### config.mk
export PLATFORM = sky130hd
export DESIGN_NAME = gkc_mac
export DESIGN_NICKNAME = d
export VERILOG_FILES = /design/src/rtl/core/gkc_pkg.sv /design/src/rtl/core/gkc_mac.sv
export SDC_FILE = /design/constraint.sdc
export NUM_CORES = 1
export LEC_CHECK = 0
export CAP_MARGIN = 20
export CORE_MARGIN = 3
export CORE_UTILIZATION = 55
export DETAILED_ROUTE_END_ITERATION = 10
export DONT_BUFFER_PORTS = 1
export PLACE_DENSITY = 0.7
export SETUP_SLACK_MARGIN = 0.1
export SLEW_MARGIN = 30
export SYNTH_ARGS = -nofsm -noshare
export SYNTH_HDL_FRONTEND = slang
export SYNTH_SLANG_ARGS = --single-unit
### constraint.sdc
create_clock -name clk -period 4.4 [get_ports clk]
set_input_delay 0.22 -clock clk [delete_from_list [all_inputs] [get_ports clk]]
set_output_delay 0.22 -clock clk [all_outputs]
set_load 0.1 [all_outputs]
### src/rtl/core/gkc_pkg.sv
// ----------------------------------------------------------------------------
// gkc_pkg: shared types and constants for the grid kernel convolution unit
// Field widths, operation and register codes, sequencer states, and the
// control bundle that drives the multiply-accumulate pipeline.
// ----------------------------------------------------------------------------
package gkc_pkg;

    // payload field widths
    localparam int FUNC_W    = 2;
    localparam int POS_W     = 6;
    localparam int VAL_W     = 16;
    localparam int PROD_W    = 2 * VAL_W;
    localparam int SUM_W     = 40;

    // configuration register widths
    localparam int DIM_W     = 7;
    localparam int KSZ_W     = 3;
    localparam int CFG_W     = 7;
    localparam int CFG_IDX_W = 2;

    // default store sizes
    localparam int MAX_HEIGHT_DEF = 64;
    localparam int MAX_WIDTH_DEF  = 64;
    localparam int MAX_KERNEL_DEF = 7;

    // configuration reset values
    localparam logic [DIM_W-1:0] HEIGHT_RST = 7'd64;
    localparam logic [DIM_W-1:0] WIDTH_RST  = 7'd64;
    localparam logic [KSZ_W-1:0] KSIZE_RST  = 3'd3;
    localparam logic             WRAP_RST   = 1'b1;

    // operation codes
    typedef enum logic [FUNC_W-1:0] {
        FN_WR_KERNEL = 2'd0,
        FN_WR_CELL   = 2'd1,
        FN_SUM       = 2'd2,
        FN_SWAP      = 2'd3
    } func_t;

    // configuration register indexes
    typedef enum logic [CFG_IDX_W-1:0] {
        CFG_HEIGHT = 2'd0,
        CFG_WIDTH  = 2'd1,
        CFG_KSIZE  = 2'd2,
        CFG_WRAP   = 2'd3
    } cfg_idx_t;

    // sequencer states
    typedef enum logic [1:0] {
        ST_CLEAR,
        ST_IDLE,
        ST_TAPS,
        ST_DRAIN
    } state_t;

    // control for the multiply-accumulate pipeline
    typedef struct packed {
        logic clr;   // start of a new sum, clears the accumulator
        logic busy;  // a tap is in the read data stage
        logic ok;    // that tap lies inside the grid and contributes
    } mac_ctrl_t;

endpackage

### src/rtl/core/gkc_mac.sv
// ----------------------------------------------------------------------------
// gkc_mac: multiply-accumulate pipeline for kernel taps
// One registered 16x16 signed product per cycle, then an exact 40-bit
// accumulate. Taps outside the grid enter as a zero product.
// ----------------------------------------------------------------------------
module gkc_mac (
    input  logic                                  clk,
    input  logic                                  rst_n,
    input  gkc_pkg::mac_ctrl_t                    ctrl,
    input  logic signed [gkc_pkg::VAL_W-1:0]      grid_val,
    input  logic signed [gkc_pkg::VAL_W-1:0]      coef,
    output logic signed [gkc_pkg::SUM_W-1:0]      acc,
    output logic                                  busy
);
    import gkc_pkg::*;

    logic signed [PROD_W-1:0] prod_reg;
    logic signed [PROD_W-1:0] prod_next;
    logic                     pbusy_reg;
    logic signed [SUM_W-1:0]  acc_reg;
    logic signed [SUM_W-1:0]  acc_next;

    // product stage, gated for taps that add nothing
    always_comb
    begin
        if (ctrl.ok)
        begin
            prod_next = grid_val * coef;
        end
        else
        begin
            prod_next = '0;
        end
    end

    always_ff @(posedge clk)
    begin
        prod_reg <= prod_next;
    end

    // accumulate stage
    always_comb
    begin
        acc_next = acc_reg;
        if (ctrl.clr)
        begin
            acc_next = '0;
        end
        else if (pbusy_reg)
        begin
            acc_next = acc_reg + {{(SUM_W-PROD_W){prod_reg[PROD_W-1]}}, prod_reg};
        end
    end

    always_ff @(posedge clk or negedge rst_n)
    begin
        if (!rst_n)
        begin
            pbusy_reg <= 1'b0;
            acc_reg   <= '0;
        end
        else
        begin
            pbusy_reg <= ctrl.busy;
            acc_reg   <= acc_next;
        end
    end

    assign acc  = acc_reg;
    assign busy = pbusy_reg;

endmodule

==> metrics, run 1 <==
DRT antenna net count=0; Max Clk Rate=192 MHz; Post-Syn Instances=1,558; top_reg_cell synth=dfrtp_1; PortBufs=0; CTS tree=done; Placer Congestion=0.896; Die Y=167 um; DRT Pass-1 Iters=5; pre-CTS setup slack=-1.23 ns; Vias/cell=5.37; DP Area=15,800 sq um; Clock Latency Late Sink=0.34 ns; Final Max Tran Viols=0; vias in the first global route=11,400; layout cells sized above 1=18.7%; sequential cell area fraction in the yosys report=11.7%; Synth Register Bits=73; Cell variety after synth=64; final WL=33,500 um; Global Route Usage Sum=24.4%; htree depth=3; CTS root buffer=clkbuf_16; 1st-iter DRT viols=652; Critical Path AT=5.43 ns; die area=27,800 sq um; commonest non-fill, non-tap cell in the layout=inv_1; Overflow after GRT=0; final worst setup slack=-0.805 ns; final core utilization=66.1%; placed cells=1,971; violated checks=negative setup slack; RSZ-0062 raised after global routing=yes; Post-Syn Area=14,200 sq um; final non-filler cell total=2,024; DRC Markers=0; asr flop ratio synth=56.2%; I/O Pins=78; Reg clk slew, reported paths=0.07 ns; Synth area leader=fa_1; Period Utilization, post-route=118%; clk buf depth=2; worst slew pin tran=1.01 ns; Avg Cell Area, Syn=9.14 sq um; Nets=2,110; Clock Sinks=73; area grow syn2layout=17.5%; # setup viols final=20; Largest register FFs=40; CORE AREA=25,300 sq um; synth top area cells=fa_1, ha_1, inv_1, dfrtp_1, and2_1; CP required=4.62 ns; Worst Hold Class=primary input to flip-flop; Initial Util=56.2%; fillers=2,024; min Tclk post-route=5.20 ns; Final Hold Fails=0; n_diodes=0; Post-synth EDFFs=0; cell area after layout=16,700 sq um; DR WL/cell=16.5 um; first-pass GRT wire length=56,400 um; CP Capture Type=flip-flop; Max Fanout on Critical Path=16; initial antenna violation count=0; Crit Path Category=primary input to flip-flop; Synthesis Warnings=0; startpoint types=primary input; status=finished with violations; slowest stage delay, CP=0.56 ns; HPWL after DPL=27,100 um; CP Cell Sequence=and2_4 -> fa_1 -> inv_1 -> fa_2 -> fa_2 -> fa_1 -> inv_1 -> fa_1 -> fa_1 -> ha_4 -> o21a_1 -> nor2_2 -> and3b_1 -> a21oi_2 -> a211o_1 -> a21oi_2 -> o41ai_2 -> o21ai_1 -> mux2_4; vias=10,900; Slew headroom=32.4%; Critical-path top delay cell=fa_2; Max Clock Skew=0.0120 ns; share of the synthesized area in the top cell type=37.0%; commonest non-fill, non-tap cells in the layout=inv_1, fa_1, buf_4; max-cap violations=0; most frequent CP cell=fa_1; CTS buffer count=9; post-synthesis net count=1,979; Horiz. Die Dim=167 um; largest net degree at the start of global routing=42; Rows=58
-- synth_stat cells, types with 10 or more instances --
cell / count
inv_1: 303
fa_1: 263
nand2_1: 153
and2_1: 131
ha_1: 121
nor2_1: 95
a21oi_1: 52
clkbuf_1: 43
dfrtp_1: 41
xnor2_1: 41
a21o_1: 32
dfxtp_1: 32
mux2i_1: 29
o21ai_0: 28
xor2_1: 19
nand3_1: 15
nand2b_1: 13
a31oi_1: 11
nor3_1: 11
o21bai_1: 11
a211oi_1: 10
nand4_1: 10
-- layout make-up --
cell class	instances	area, sq um	area share (%)
clock buffers	9	225	1.35
clock inverters	7	63.8	0.381
inverters	303	1140	6.84
multi-input cells	1134	11800	70.8
flip-flops and latches	73	1670	9.97
well taps	330	413	2.47
repair buffers	168	1370	8.20
-- what timing repair did --
action / CTS / global route
hold endpoints to repair: 72 / 0
pin swaps: 48 / 23
setup endpoints to repair: 19 / 21
gates resized for setup: 70 / 21
hold buffers: 4 / 0
buffers inserted: 25 / 10
-- worst paths after layout --
| path | startpoint | end | slack, ns | depth (start not counted) |
|---|---|---|---|---|
| setup / recovery | grid_val[7] | prod_reg[31]$_SDFF_PN0_ | -0.80 | 19 |
| hold / removal | ctrl[0] | prod_reg[4]$_SDFF_PN0_ | 0.01 | 1 |
| setup reg to reg | acc[0]$_DFFE_PN0P_ | acc[36]$_DFFE_PN0P_ | 1.04 | 11 |
| hold reg to reg | prod_reg[0]$_SDFF_PN0_ | acc[0]$_DFFE_PN0P_ | 0.59 | 3 |
| max in group asynchronous | rst_n | busy$_DFF_PN0_ | 3.78 | 2 |
| min in group asynchronous | rst_n | acc[3]$_DFFE_PN0P_ | 0.38 | 2 |
-- worst max-delay path: cells and delay by family --
family,cells,cell delay (ns)
fa+ha+maj,7,3.28
buf+inv,2,0.11
mux,1,0.30
simple gates,3,0.48
compound gates,6,1.03
-- layer usage --
| layer | wire length [um] | track usage [%] | up-vias |
|---|---|---|---|
| li1 | - | - | 5140 |
| met1 | 15600 | 35.2 | 5358 |
| met2 | 15200 | 39.4 | 332 |
| met3 | 2250 | 4.44 | 33 |
| met4 | 365 | 4.16 | 0 |
| met5 | 0 | 0 | - |
-- cell families (layout without fill, tap and decap cells) --
| family | count (synthesis) | in the layout | synth area share [%] |
|---|---|---|---|
| AO/OA/AOI/OAI | 201 | 201 | 9.89 |
| AND/OR/NAND/NOR | 458 | 458 | 15.6 |
| adder cells (fa/ha/maj) | 384 | 384 | 47.6 |
| buffers and inverters | 351 | 487 | 9.27 |
| multiplexers | 31 | 31 | 2.20 |
| XOR/XNOR | 60 | 60 | 3.69 |
| flip-flops | 73 | 73 | 11.7 |
-- per-stage QoR --
step	TNS [ns]	hold WS, ns
after global placement	-16.08	-0.0736
after detailed placement	-17.57	-0.0741
final	-12.14	0.0139
after CTS	-10.41	0.00306
after floorplan	-12.37	-0.0756
after global routing	-15.11	0.00150
Power of run 1 is not shown: default switching activity piles up to over one toggle a cycle in this logic, so the estimate is an artifact.
==> inputs of run 2 (changes only) <==
Settings changed: CTS_BUF_LIST set to sky130_fd_sc_hd__clkbuf_2.
==> run 2 against run 1 <==
The run still ends with negative setup slack left; register-to-register slack worse by 0.04 ns; non-clock buffer count grew 4; final cell count increased by 0.25%; sequential share of layout area hardly changed; critical path depth did not move; critical path type unchanged; largest cell class unchanged; highest routed layer unchanged.
==> metrics, run 2 (synthesized netlist as in run 1, its figures left out) <==
startpoint types=primary input (unchanged); Max Clock Skew=0.0530 ns (was 0.0120 ns); CTS tree=done (unchanged); htree depth=3 (unchanged); CP Capture Type=flip-flop (unchanged); pre-CTS setup slack=-1.23 ns (unchanged); Final Hold Fails=0 (unchanged); Critical Path AT=5.39 ns (was 5.43 ns); largest net degree at the start of global routing=42 (unchanged); I/O Pins=78 (unchanged); max-cap violations=0 (unchanged); DRC Markers=0 (unchanged); DR WL/cell=16.7 um (was 16.5 um); status=finished with violations (unchanged); Vias/cell=5.38 (was 5.37); Placer Congestion=0.896 (unchanged); Nets=2,114 (was 2,110); Die Y=167 um (unchanged); R2R cell count=11 (unchanged); die area=27,800 sq um (unchanged); # setup viols final=19 (was 20); violated checks=negative setup slack (unchanged); CTS root buffer=clkbuf_2 (was clkbuf_16); Rows=58 (unchanged); Crit Path Category=primary input to flip-flop (unchanged); FF-to-FF setup slack=1.00 ns (was 1.04 ns); Hold Crit Start=ctrl[0] (unchanged); commonest non-fill, non-tap cells in the layout=inv_1, fa_1, nand2_1 (was inv_1, fa_1, buf_4); first-pass GRT wire length=56,700 um (was 56,400 um); Final Max Tran Viols=0 (unchanged); Reg clk slew, reported paths=0.23 ns (was 0.07 ns); PortBufs=0 (unchanged); hold endpoint=prod_reg[16]$_SDFF_PN0_ (was prod_reg[4]$_SDFF_PN0_); Max Fanout on Critical Path=16 (unchanged); DRT Pass-1 Iters=7 (was 5); clk buf depth=2 (unchanged); layout cells sized above 1=18.2% (was 18.7%); commonest non-fill, non-tap cell in the layout=inv_1 (unchanged); area grow syn2layout=17.1% (was 17.5%); final WL=33,800 um (was 33,500 um); Horiz. Die Dim=167 um (unchanged); final worst setup slack=-0.510 ns (was -0.805 ns); Worst Hold Class=primary input to flip-flop (unchanged); CP required=4.88 ns (was 4.62 ns); RSZ-0062 raised after global routing=yes (unchanged); vias=10,900 (about the same); Largest register FFs=40 (unchanged); CORE AREA=25,300 sq um (unchanged); vias in the first global route=11,500 (was 11,400); DRT antenna net count=0 (unchanged); fillers=2,044 (was 2,024); Overflow after GRT=0 (unchanged); r2r startpoint=acc[4]$_DFFE_PN0P_ (was acc[0]$_DFFE_PN0P_); Max Clk Rate=204 MHz (was 192 MHz); HPWL after DPL=27,100 um (unchanged); min Tclk post-route=4.91 ns (was 5.20 ns); CTS buffer count=9 (unchanged); worst hold path depth=3 (was 1); Initial Util=56.2% (unchanged); r2r endpoint=acc[36]$_DFFE_PN0P_ (unchanged); Slew headroom=34.4% (was 32.4%); Clock Latency Late Sink=0.58 ns (was 0.34 ns); 1st-iter DRT viols=561 (was 652); Clock Sinks=73 (unchanged); worst slew pin tran=0.983 ns (was 1.01 ns); Period Utilization, post-route=112% (was 118%); Global Route Usage Sum=24.5% (was 24.4%); initial antenna violation count=2 (was 0)
-- run 2: worst max-delay path by stage --
stage	start	endpoint	depth (start not counted)
6_report	grid_val[15]	prod_reg[31]$_SDFF_PN0_	19
4_1_cts	coef[6]	prod_reg[31]$_SDFF_PN0_	20
3_3_place_gp	coef[4]	prod_reg[31]$_SDFF_PN0_	21
3_5_place_dp	coef[4]	prod_reg[31]$_SDFF_PN0_	21
5_1_grt	grid_val[7]	prod_reg[23]$_SDFF_PN0_	20
2_1_floorplan	coef[3]	prod_reg[31]$_SDFF_PN0_	20
-- run 2: cell type report --
class / instances / area [sq um] / area share [%]
diodes: 1 / 2.50 / 0.0150
clock buffers: 9 / 45.0 / 0.270
clock inverters: 7 / 63.8 / 0.383
inverters: 303 / 1140 / 6.86
multi-input cells: 1134 / 11900 / 71.3
flip-flops and latches: 73 / 1670 / 10.0
well taps: 330 / 413 / 2.48
repair buffers: 172 / 1450 / 8.68
-- run 2: per-layer routing --
metal	wire [um]	GRT usage, %	up-vias
met3	2250	4.53	34
li1	-	-	5156
met2	15500	40.1	319
met4	387	4.12	0
met5	0	0	-
met1	15600	35.0	5406
-- run 2: per-stage QoR --
stage / std cells / utilization [%] / cell area [sq um] / hold slack [ns] / setup TNS [ns]
final: 2029 / 65.8 / 16700 / 0.0370 / -6.25
after floorplan: 1558 / - / 14700 / -0.0756 / -12.37
after global routing: 2029 / 65.8 / 16700 / 0.0156 / -8.39
after CTS: 2023 / 65.1 / 16500 / 0.000703 / -4.91
after global placement: 1971 / 62.4 / 15800 / -0.0736 / -16.08
after detailed placement: 1971 / 62.4 / 15800 / -0.0741 / -17.57
-- run 2: worst max-delay path, stage by stage --
cell and delay (ns):
and2_4 0.15, fa_2 0.69, fa_1 0.46, fa_1 0.51, fa_1 0.44, fa_1 0.49
inv_1 0.05, fa_1 0.49, inv_2 0.05, ha_4 0.26, a21o_1 0.12, a21o_1 0.12
a21oi_2 0.07, buf_4 0.13, a211o_1 0.33, a21oi_2 0.21, o41ai_2 0.09, o21ai_1 0.14
mux2_2 0.35
-- run 2: repair_timing --
action                                  4_1_cts  5_1_grt
endpoints found under the setup margin       18       20
pin swaps                                    47       42
hold buffers                                 11        2
hold endpoints to repair                     92        1
buffers inserted                             26        9
gates resized for setup                      68       31
Power of run 2 is left out for the same reason.
==> inputs of run 3 (changes only) <==
Settings changed: CELL_PAD_IN_SITES_DETAIL_PLACEMENT set to 1, CELL_PAD_IN_SITES_GLOBAL_PLACEMENT set to 2, CORE_UTILIZATION 55 to 46, PLACE_DENSITY 0.7 to not set, PLACE_DENSITY_LB_ADDON set to 0.1, TNS_END_PERCENT set to 100.
Clock period 4.4 ns to 6.29 ns, I/O delays scaled along.
==> run 3 against run 2 <==
The flow now finishes without violations; critical path type unchanged; worst setup slack better by 1.2 ns; die area up 19%; clock skew down 0.033 ns; hold slack better by 0.069 ns; critical endpoint unchanged; highest routed layer unchanged.
==> metrics, run 3 (synthesized netlist as in run 1, its figures left out) <==
status=complete, no violations (was finished with violations); Nets=1,963 (was 2,114); Worst Hold Class=primary input to flip-flop (unchanged); Clock Sinks=73 (unchanged); first-pass GRT wire length=61,100 um (was 56,700 um); I/O Pins=78 (unchanged); r2r startpoint=acc[0]$_DFFE_PN0P_ (was acc[4]$_DFFE_PN0P_); largest net degree at the start of global routing=46 (was 42); Die Y=182 um (was 167 um); Final Hold Fails=0 (unchanged); Vias/cell=5.27 (was 5.38); Rows=63 (was 58); commonest non-fill, non-tap cell in the layout=inv_1 (unchanged); die area=33,100 sq um (was 27,800 sq um); final core utilization=49.4% (was 65.8%); Placer Congestion=0.834 (was 0.896); # resized after CTS=0 (was 68); Reg clk slew, reported paths=0.20 ns (was 0.23 ns); CTS root buffer=clkbuf_2 (unchanged); htree depth=3 (unchanged); Global Route Usage Sum=22.7% (was 24.5%); DR WL/cell=18.7 um (was 16.7 um); DRT Pass-1 Iters=6 (was 7); Crit Path Category=primary input to flip-flop (unchanged); startpoint types=primary input (unchanged); Hold Crit Start=ctrl[2] (was ctrl[0]); min Tclk post-route=5.61 ns; Horiz. Die Dim=182 um (was 167 um); cell area after layout=14,800 sq um (was 16,700 sq um); DP Area=14,600 sq um (was 15,800 sq um); CTS buffer count=9 (unchanged); Max Clk Rate=178 MHz; DRT antenna net count=0 (unchanged); Initial Util=47.4% (was 56.2%); Setup TNS=0 ns (was -6.25 ns); area grow syn2layout=4.24% (was 17.1%); final non-filler cell total=1,938 (was 2,029); Critical Path AT=6.09 ns (was 5.39 ns); vias in the first global route=11,500 (about the same); Final Max Tran Viols=0 (unchanged); Largest register FFs=40 (unchanged); DRC Markers=0 (unchanged); vias=10,200 (was 10,900); hold endpoint=acc[37]$_DFFE_PN0P_ (was prod_reg[16]$_SDFF_PN0_); Max Clock Skew=0.0196 ns (was 0.0530 ns); Clock Latency Late Sink=0.56 ns (was 0.58 ns); worst hold path depth=2 (was 3); layout cells sized above 1=3.04% (was 18.2%); commonest non-fill, non-tap cells in the layout=inv_1, fa_1, nand2_1 (unchanged); Overflow after GRT=0 (unchanged); clk buf depth=2 (unchanged); max-cap violations=0 (unchanged); worst slew pin tran=1.01 ns (was 0.983 ns); CTS tree=done (unchanged); placed cells=1,912 (was 1,971); CP required=6.77 ns (was 4.88 ns); R2R cell count=11 (unchanged); final WL=36,200 um (was 33,800 um); FF-to-FF setup slack=2.27 ns (was 1.00 ns); Max Fanout on Critical Path=16 (unchanged); CORE AREA=30,000 sq um (was 25,300 sq um); Slew headroom=32.5% (was 34.4%); RSZ-0062 raised after global routing=no (was yes); Period Utilization, post-route=89.3%; 1st-iter DRT viols=395 (was 561); initial antenna violation count=1 (was 2); CP Capture Type=flip-flop (unchanged); HPWL after DPL=30,400 um (was 27,100 um); PortBufs=0 (unchanged); r2r endpoint=acc[36]$_DFFE_PN0P_ (unchanged); # setup viols final=0 (was 19)
[run 3: cell count changes in the layout (fill, tap and decap cells not counted), sizes merged]
| cell | change |
|---|---|
| clkbuf | +2 |
| clkinvlp | -1 |
| buf | -147 |
| inv | -3 |
| dlygate4sd3 | -4 |
| clkinv | +2 |
[run 3: critical path, stage by stage]
cell	delay, ns
nand2_1	0.10
inv_1	0.10
fa_1	0.76
fa_1	0.50
fa_1	0.50
fa_1	0.50
fa_1	0.49
inv_1	0.05
fa_1	0.47
inv_1	0.04
ha_1	0.36
a21o_1	0.21
a21o_1	0.16
a21oi_1	0.24
o22ai_1	0.14
nor3_1	0.21
a21oi_1	0.13
o41ai_1	0.34
o21ai_0	0.18
mux2_2	0.29
[run 3: cell type report]
class / instances / area, sq um
Antenna cell: 1 / 2.50
Clock buffer: 11 / 55.1
Clock inverter: 5 / 30.0
Fill cell: 3512 / 15200
Inverter: 303 / 1140
Multi-Input combinational cell: 1134 / 11200
Sequential cell: 73 / 1670
Tap cell: 390 / 488
Timing Repair Buffer: 21 / 208
[run 3: layer usage]
metal	track usage (%)	wire length, um
met4	3.69	325
met1	32.7	17900
met3	3.00	1310
met5	0	0
met2	37.5	16700
[run 3: stage by stage]
stage	hold slack, ns	worst slack (ns)
6_report	0.106	0.675
5_1_grt	0.0632	0.359
4_1_cts	0.0498	0.698
3_5_place_dp	0.0199	0.0599
3_3_place_gp	0.0199	0.214
2_1_floorplan	0.0189	0.219
[run 3: worst max-delay path by stage]
stage,start,to,slack [ns]
finish,coef[1],prod_reg[31]$_SDFF_PN0_,0.68
global route,coef[1],prod_reg[31]$_SDFF_PN0_,0.36
CTS,coef[1],prod_reg[31]$_SDFF_PN0_,0.70
detailed placement,coef[1],prod_reg[31]$_SDFF_PN0_,0.06
global placement,coef[1],prod_reg[31]$_SDFF_PN0_,0.21
floorplan,grid_val[15],prod_reg[31]$_SDFF_PN0_,0.22
[run 3: what timing repair did]
action,4_1_cts,5_1_grt
endpoints found under the hold margin,85,0
setup endpoints to repair,0,0
hold buffers,9,0
setup buffers,0,0
Power of run 3 is left out for the same reason.
